### src/rtl/core/rcdd_pkg.sv
// Shared types and constants for the reflective sensor decay timer.
// No dependencies; imported by rcdd_core and rc_decay_reflect_debounce.
`default_nettype none

package rcdd_pkg;

   // Sensor timing, in ticks (one tick per microsecond)
   localparam int CHARGE_TICKS  = 10;
   localparam int TIMEOUT_TICKS = 3000;
   localparam int REST_MS       = 1;
   localparam int REST_TICKS    = REST_MS * 1000;

   localparam int TICK_W  = 12;
   localparam int RUN_W   = 17;
   localparam int THR_W   = 12;
   localparam int LIMIT_W = 16;
   localparam int CSR_W   = 16;

   localparam logic [THR_W-1:0]   THR_RESET   = THR_W'(1000);
   localparam logic [LIMIT_W-1:0] LIMIT_RESET = LIMIT_W'(10);
   localparam logic [RUN_W-1:0]   RUN_MAX     = {RUN_W{1'b1}};

   // Register indexes
   localparam logic CSR_ON_THRESHOLD   = 1'b0;
   localparam logic CSR_DEBOUNCE_LIMIT = 1'b1;

   typedef enum logic [1:0] {
      MODE_TICK      = 2'd0,
      MODE_READ_RISE = 2'd1,
      MODE_READ_FALL = 2'd2,
      MODE_READ_RAW  = 2'd3
   } mode_type;

   typedef enum logic [2:0] {
      PH_CHARGE = 3'b001,
      PH_DECAY  = 3'b010,
      PH_REST   = 3'b100
   } phase_type;

   typedef struct packed {
      mode_type mode;
      logic     pin_level;
   } req_type;

   typedef struct packed {
      logic              drive_high;
      logic              sample_done;
      logic [TICK_W-1:0] decay_time;
      logic              raw_reflect;
      logic              stable_level;
      logic              read_value;
   } rsp_type;

endpackage

`default_nettype wire

### src/rtl/core/rc_decay_reflect_debounce.sv
// Results are registered, via the skid register when the output stalls.
// Throughput: one word per cycle unless stalled; the result register plus a
// one-word skid register let a request enter while a result waits downstream.
// Reset (synchronous, active high) returns to the charge phase, clears all
// measurement and debounce state, and loads threshold 1000 and limit 10.
// Top level: depends on rcdd_pkg and rcdd_core.
`default_nettype none

module rc_decay_reflect_debounce
   import rcdd_pkg::*;
(
   input  wire logic             clock,
   input  wire logic             reset,
   input  wire logic             req_valid,
   output      logic             req_stall,
   input  wire req_type          req_data,
   output      logic             rsp_valid,
   input  wire logic             rsp_stall,
   output      rsp_type          rsp_data,
   input  wire logic             csr_we,
   input  wire logic             csr_index,
   input  wire logic [CSR_W-1:0] csr_wdata
);

   rsp_type result;
   rsp_type out_ff;
   rsp_type skid_ff;
   logic    out_valid_ff;
   logic    skid_valid_ff;
   logic    accept;
   logic    out_free;

   assign req_stall = skid_valid_ff;
   assign accept    = req_valid && !skid_valid_ff;
   assign out_free  = !out_valid_ff || !rsp_stall;

   rcdd_core u_core (
      .clock     (clock),
      .reset     (reset),
      .accept    (accept),
      .req_word  (req_data),
      .csr_we    (csr_we),
      .csr_index (csr_index),
      .csr_wdata (csr_wdata),
      .result    (result)
   );

   // output register with skid word
   always_ff @(posedge clock) begin
      if (reset) begin
         out_valid_ff  <= 1'b0;
         skid_valid_ff <= 1'b0;
      end else if (out_free) begin
         out_valid_ff  <= skid_valid_ff || accept;
         skid_valid_ff <= 1'b0;
      end else if (accept) begin
         skid_valid_ff <= 1'b1;
      end
   end

   always_ff @(posedge clock) begin
      if (out_free) begin
         out_ff <= skid_valid_ff ? skid_ff : result;
      end
      if (!out_free && accept) begin
         skid_ff <= result;
      end
   end

   assign rsp_valid = out_valid_ff;
   assign rsp_data  = out_ff;

endmodule

`default_nettype wire

### src/rtl/core/rcdd_core.sv
// Measurement state, debouncer and configuration registers of the decay timer.
// Depends on rcdd_pkg; produces the result word of the item accepted this cycle.
`default_nettype none

module rcdd_core
   import rcdd_pkg::*;
(
   input  wire logic              clock,
   input  wire logic              reset,
   input  wire logic              accept,
   input  wire req_type           req_word,
   input  wire logic              csr_we,
   input  wire logic              csr_index,
   input  wire logic [CSR_W-1:0]  csr_wdata,
   output rsp_type                result
);

   phase_type          phase_ff, phase_in;
   logic [TICK_W-1:0]  ticks_ff, ticks_in;
   logic [TICK_W-1:0]  decay_ff, decay_in;
   logic               raw_ff, raw_in;
   logic               deb_ff, deb_in;
   logic               primed_ff, primed_in;
   logic [RUN_W-1:0]   run_ff, run_in;
   logic               rise_ff, rise_in;
   logic               fall_ff, fall_in;
   logic [THR_W-1:0]   thr_ff;
   logic [LIMIT_W-1:0] limit_ff;

   logic [TICK_W:0]    ticks_inc;
   logic               finish;
   logic [TICK_W-1:0]  sample_t;
   logic               sample_raw;
   logic [RUN_W-1:0]   run_sat;
   logic               drive;
   logic               read_val;

   assign ticks_inc = {1'b0, ticks_ff} + (TICK_W+1)'(1);
   assign drive     = (phase_ff != PH_DECAY) && (phase_ff != PH_REST);
   // decay ends when the pin falls or the timeout is hit
   assign finish    = (req_word.mode == MODE_TICK) && (phase_ff == PH_DECAY) &&
                      (!req_word.pin_level || (ticks_inc >= (TICK_W+1)'(TIMEOUT_TICKS)));
   assign sample_t   = req_word.pin_level ? TICK_W'(TIMEOUT_TICKS) : ticks_ff;
   assign sample_raw = (sample_t <= thr_ff);
   assign run_sat    = (run_ff == RUN_MAX) ? run_ff : run_ff + RUN_W'(1);

   // next state for one item
   always_comb begin
      phase_in  = phase_ff;
      ticks_in  = ticks_ff;
      decay_in  = decay_ff;
      raw_in    = raw_ff;
      deb_in    = deb_ff;
      primed_in = primed_ff;
      run_in    = run_ff;
      rise_in   = rise_ff;
      fall_in   = fall_ff;
      read_val  = 1'b0;

      unique case (req_word.mode)
         MODE_TICK: begin
            unique case (phase_ff)
               PH_DECAY: begin
                  ticks_in = ticks_inc[TICK_W-1:0];
               end
               PH_REST: begin
                  if (ticks_inc >= (TICK_W+1)'(REST_TICKS)) begin
                     phase_in = PH_CHARGE;
                     ticks_in = '0;
                  end else begin
                     ticks_in = ticks_inc[TICK_W-1:0];
                  end
               end
               default: begin
                  // charge, also recovers any unused code
                  if (ticks_inc >= (TICK_W+1)'(CHARGE_TICKS)) begin
                     phase_in = PH_DECAY;
                     ticks_in = '0;
                  end else begin
                     phase_in = PH_CHARGE;
                     ticks_in = ticks_inc[TICK_W-1:0];
                  end
               end
            endcase
         end
         MODE_READ_RISE: begin
            read_val = rise_ff;
            rise_in  = 1'b0;
         end
         MODE_READ_FALL: begin
            read_val = fall_ff;
            fall_in  = 1'b0;
         end
         MODE_READ_RAW: begin
            read_val = raw_ff;
         end
      endcase

      // completed measurement: record and debounce
      if (finish) begin
         decay_in = sample_t;
         raw_in   = sample_raw;
         ticks_in = '0;
         phase_in = (REST_TICKS == 0) ? PH_CHARGE : PH_REST;
         if (!primed_ff) begin
            deb_in    = sample_raw;
            primed_in = 1'b1;
            run_in    = '0;
         end else if (sample_raw != deb_ff) begin
            run_in = run_sat;
            if (run_sat > {1'b0, limit_ff}) begin
               if (deb_ff) fall_in = 1'b1;
               else        rise_in = 1'b1;
               deb_in = sample_raw;
            end
         end else begin
            run_in = '0;
         end
      end
   end

   // result reflects state after the item, but drive_high and read_value before it
   always_comb begin
      result.drive_high   = drive;
      result.sample_done  = finish;
      result.decay_time   = decay_in;
      result.raw_reflect  = raw_in;
      result.stable_level = deb_in;
      result.read_value   = read_val;
   end

   // state registers
   always_ff @(posedge clock) begin
      if (reset) begin
         phase_ff  <= PH_CHARGE;
         ticks_ff  <= '0;
         decay_ff  <= '0;
         raw_ff    <= 1'b0;
         deb_ff    <= 1'b0;
         primed_ff <= 1'b0;
         run_ff    <= '0;
         rise_ff   <= 1'b0;
         fall_ff   <= 1'b0;
      end else if (accept) begin
         phase_ff  <= phase_in;
         ticks_ff  <= ticks_in;
         decay_ff  <= decay_in;
         raw_ff    <= raw_in;
         deb_ff    <= deb_in;
         primed_ff <= primed_in;
         run_ff    <= run_in;
         rise_ff   <= rise_in;
         fall_ff   <= fall_in;
      end
   end

   // configuration registers
   always_ff @(posedge clock) begin
      if (reset) begin
         thr_ff   <= THR_RESET;
         limit_ff <= LIMIT_RESET;
      end else if (csr_we) begin
         unique case (csr_index)
            CSR_ON_THRESHOLD:   thr_ff   <= csr_wdata[THR_W-1:0];
            CSR_DEBOUNCE_LIMIT: limit_ff <= csr_wdata[LIMIT_W-1:0];
         endcase
      end
   end

endmodule

`default_nettype wire
### config.mk
export PLATFORM = sky130hd
export DESIGN_NAME = rc_decay_reflect_debounce
export DESIGN_NICKNAME = d
export VERILOG_FILES = /design/src/rtl/core/rcdd_pkg.sv /design/src/rtl/core/rc_decay_reflect_debounce.sv /design/src/rtl/core/rcdd_core.sv
export SDC_FILE = /design/constraint.sdc
export NUM_CORES = 1
export LEC_CHECK = 0
export BUFFER_PORTS_ARGS = -buffer_cell sky130_fd_sc_hd__buf_2
export CORE_UTILIZATION = 35
export DETAILED_ROUTE_END_ITERATION = 6
export SLEW_MARGIN = 30
export SYNTH_ARGS = -nofsm -noshare
export SYNTH_HDL_FRONTEND = slang
export SYNTH_SLANG_ARGS = --single-unit
### constraint.sdc
create_clock -name clock -period 5.7 [get_ports clock]
set_clock_uncertainty 0.15 [all_clocks]
set_input_delay 0.57 -clock clock [delete_from_list [all_inputs] [get_ports clock]]
set_output_delay 0.57 -clock clock [all_outputs]
set_load 0.02 [all_outputs]
==> results_tabular.tex <==
\begin{tabular}{lr}
\hline
Metric & Value \\
\hline
\multicolumn{2}{l}{\textbf{Die}} \\
\quad Core Box Area & 17200 um2 \\
\quad Floorplan row count & 48 \\
\quad Number of primary I/O pins & 44 \\
\quad Total Die Area & between 15000 and 20000 um2 \\
\quad Height of the die & 135 um \\
\quad Initial cell density of the core & 35.8\% \\
\quad Width of the die & 135 um \\
\multicolumn{2}{l}{\textbf{STA}} \\
\quad Count of final setup violators & 0 \\
\quad Fmax & 226 MHz \\
\quad Clock period minus worst slack & 4.42 ns \\
\quad Post-route fraction of the period consumed by the critical path & 77.6\% \\
\quad Setup TNS & 0 ns \\
\quad Final Hold Viols & 0 \\
\quad Worst max-slew margin expressed relative to the limit & 48.4\% \\
\quad Number of slew-limit violations in the final report & 0 \\
\quad Worst hold-check slack & 0.241 ns \\
\quad Worst Tran Pin Value & 0.773 ns \\
\quad Worst Slack Setup Final & 1.28 ns \\
\quad RSZ-0062 raised after global routing & no \\
\multicolumn{2}{l}{\textbf{Logic synthesis}} \\
\quad Synth Instances & 686 \\
\quad Share of async-settable or async-resettable flops after synthesis & 0\% \\
\quad Top flip-flop cell by instance count after synthesis & dfxtp\_1 \\
\quad Area of the mapped netlist & 6160 um2 \\
\quad Netlist cell types & 76 \\
\quad Number of enable-type register cells in the synthesized netlist & 34 \\
\quad Post-Syn Area per Cell & 8.98 um2 \\
\quad Syn. warnings & 0 \\
\quad Top cells by area, synth & dfxtp\_1 (26\%), edfxtp\_1 (17\%), nand2\_1 (6.4\%), ha\_1 (6.3\%), inv\_1 (3.3\%) \\
\quad Portion of the post-synthesis area used by sequential elements & 42.2\% \\
\quad Share of the synthesized area in the top cell type & 25.7\% \\
\quad Net count of the mapped netlist & 742 \\
\quad Number of storage elements in the synthesis netlist & 113 \\
\quad Cell type with the highest aggregate area in the netlist & dfxtp\_1 \\
\multicolumn{2}{l}{\textbf{Layout}} \\
\quad Multi-input gate area in the final layout & 3170 um2 \\
\quad Number of inserted diodes & 0 \\
\quad Finished layout cell area & 7080 um2 \\
\quad Syn-to-layout area delta & 14.9\% \\
\quad Fillers & between 1500 and 2000 \\
\quad Utilization after layout & approximately two fifths \\
\quad Number of standard cells in the final layout excluding fillers & between 900 and 1000 \\
\quad Total area of sequential cells & approximately 2600 um2 \\
\quad Count of nets after finishing & around 770 \\
\quad Share of post-route cells with drive strength above 1 & between 10 and 15\% \\
\multicolumn{2}{l}{\textbf{Clock tree}} \\
\quad Cts repair resizes & 0 \\
\quad Hold buffer count at cts & 0 \\
\quad Clock Latency Late Sink & between 0.4 and 0.5 ns \\
\quad CTS max path bufs & 2 \\
\quad TritonCTS clock tree & done \\
\quad Total number of clock tree sinks & 113 \\
\quad Clock slew at reported path FFs & 0.05 ns \\
\quad CTS H-tree depth & 4 \\
\quad Number of buffers inserted during clock tree synthesis & 17 \\
\quad Master cell of the clock root buffer & clkbuf\_16 \\
\quad \# Post-CTS Setup Buffers & 0 \\
\multicolumn{2}{l}{\textbf{Power and ir drop}} \\
\quad Switching share of total power & a little under a quarter \\
\quad Cell-internal power & 1.56 mW \\
\quad Clock network fraction of design power & roughly half \\
\quad Leakage component of the power & 2.98 nW \\
\quad Power per cell area & 285 nW/um2 \\
\quad Power share of the combinational group & 5.8\% \\
\quad Worst IR Drop VDD & 0.000206 V \\
\quad Portion of total power attributed to sequential cells & 42.3\% \\
\quad Overall Power & 2.02 mW \\
\quad Net Sw Power & 0.455 mW \\
\multicolumn{2}{l}{\textbf{GRT}} \\
\quad Via count of the first global-routing pass & 4673 \\
\quad Number of antenna violations at the first check in global routing & 0 \\
\quad Global-route usage over all layers & 16.9\% \\
\quad Total global routing overflow & 0 \\
\quad Pin count of the biggest net entering global routing & 56 \\
\quad Wire length of the first global-routing pass & 23800 um \\
\multicolumn{2}{l}{\textbf{Setup path}} \\
\quad Startpoint types & flip-flop \\
\quad Type of the worst setup path & reg -> reg \\
\quad Required time reported for the critical path endpoint & between 5 and 6 ns \\
\quad Endpoint class of the critical path & flip-flop \\
\quad Arrival time reported for the critical path endpoint & around 4.4 ns \\
\quad Biggest fanout along the worst timing path & 6 \\
\multicolumn{2}{l}{\textbf{Place}} \\
\quad Placer Congestion & 0.797 \\
\quad Detailed placer's ending HPWL & between 10000 and 15000 um \\
\quad PortBufs & 43 \\
\quad Number of placed cells counting well taps & 921 \\
\quad Cell area after placement & 6500 um2 \\
\quad Pre-CTS WS & approximately 1.3 ns \\
\multicolumn{2}{l}{\textbf{Drt}} \\
\quad Vias & 4876 \\
\quad Total Routed Length & 14300 um \\
\quad Remaining antenna violation count & 0 \\
\quad Routed length per instance & $\sim$15 um \\
\quad Violation count after the first detailed-routing iteration & 204 \\
\quad Remaining routing DRC violations & 0 \\
\quad Total iterations of the first detailed-routing run & 5 \\
\quad Via density per instance & 5.12 \\
\multicolumn{2}{l}{\textbf{Hold path}} \\
\quad Type of the most critical hold path & in -> reg \\
\multicolumn{2}{l}{\textbf{Job}} \\
\quad Reported max-cap violation count & 0 \\
\multicolumn{2}{l}{\textbf{Outcome}} \\
\quad Result of the run & completed \\
\hline
\end{tabular}
==> layer usage <==
metal	GRT usage (%)	routed length, um	up-vias
met2	26.0	6260	106
met1	23.2	7370	2247
met4	4.74	123	0
met5	0	0	-
met3	4.32	512	10
li1	-	-	2513
==> placed cells by master, fill, tap and decap left out, types with 3 or more instances in the layout <==
cell / count
nor2b_1: 6
buf_2: 43
o21ai_0: 16
buf_4: 4
nor3_1: 6
o21ai_1: 3
mux2_1: 3
nand3_1: 20
xnor2_1: 10
a32oi_1: 4
bufinv_16: 3
nor2_1: 43
a211oi_1: 8
edfxtp_1: 34
nand4_1: 16
nand3b_1: 5
and3_1: 12
mux2i_1: 10
clkinv_1: 5
o211ai_1: 9
nand4b_1: 4
clkinv_2: 3
a31oi_1: 17
a21oi_1: 40
o22ai_1: 7
dfxtp_1: 79
ha_1: 31
o21a_1: 4
a22o_1: 9
and4_1: 3
clkbuf_16: 17
inv_1: 55
xor2_1: 8
nand2_1: 105
and2_1: 6
a21o_1: 11
a211o_1: 4
mux2_2: 11
==> flip-flops by register name (all words and copies together), names as in the netlist, 3 cells and up <==
register,count
rsp_data,17
skid_ff,17
u_core.decay_ff,12
u_core.limit_ff,16
u_core.phase_ff,3
u_core.run_ff,17
u_core.thr_ff,12
u_core.ticks_ff,12
==> power groups by stage <==
stage                     logic, mW  clock network [mW]  registers, mW
final                         0.118                1.05          0.854
after global routing          0.134                1.10          0.856
after CTS                     0.118                1.06          0.854
after detailed placement      0.117                   0          0.871
after global placement        0.117                   0          0.870
after floorplan              0.0690                   0          0.878
==> synth_stat cells (7+ instances only) <==
| cell | count |
|---|---|
| nand4_1 | 16 |
| clkbuf_1 | 19 |
| nor2_1 | 43 |
| ha_1 | 31 |
| a22o_1 | 9 |
| mux2i_1 | 10 |
| nand3_1 | 20 |
| dfxtp_1 | 79 |
| a21oi_1 | 40 |
| a211oi_1 | 8 |
| mux2_2 | 11 |
| nand2_1 | 105 |
| xnor2_1 | 10 |
| nor2b_1 | 7 |
| xor2_1 | 8 |
| o21ai_0 | 16 |
| o211ai_1 | 9 |
| inv_1 | 55 |
| o22ai_1 | 7 |
| a21o_1 | 11 |
| a31oi_1 | 17 |
| edfxtp_1 | 34 |
| and3_1 | 12 |
==> kinds of logic after synthesis <==
kind of cell	count (synthesis)	synth area share, %
AND/OR/NAND/NOR	249	20.4
AO/OA/AOI/OAI	158	17.8
flip-flops	113	42.2
buffers and inverters	93	6.46
adder cells (fa/ha/maj)	31	6.29
multiplexers	24	4.18
XOR/XNOR	18	2.56
==> critical path, cell delays in order, from the launching register on <==
cell      delay, ns
dfxtp_1        0.35
and4_1         0.29
and4bb_2       0.28
a21boi_1       0.44
nand2_1        0.24
nor2_1         0.16
xor2_1         0.22
ha_1           0.28
a21o_1         0.16
a21o_1         0.18
a211o_1        0.30
a211o_1        0.24
a211oi_1       0.45
nand2_1        0.16
or4b_1         0.19
o311ai_1       0.08
==> area by class of cell <==
cell class	instances	area share [%]
timing repair buffer	47	3.46
sequential	113	36.7
clock buffer	19	6.11
inverter	56	2.97
multi-input combinational	480	44.7
tap	225	3.98
clock inverter	13	2.03
==> final timing paths <==
| check | start | to | depth (start not counted) | slack (ns) |
|---|---|---|---|---|
| setup reg to reg | u_core.run_ff[7] | rsp_data[1] | 15 | 1.28 |
| setup / recovery | u_core.run_ff[7] | rsp_data[1] | 15 | 1.28 |
| hold reg to reg | u_core.decay_ff[1] | u_core.decay_ff[1] | 2 | 0.30 |
| hold / removal | csr_wdata[12] | u_core.limit_ff[12] | 3 | 0.24 |
(Power assumes the default switching activity.)
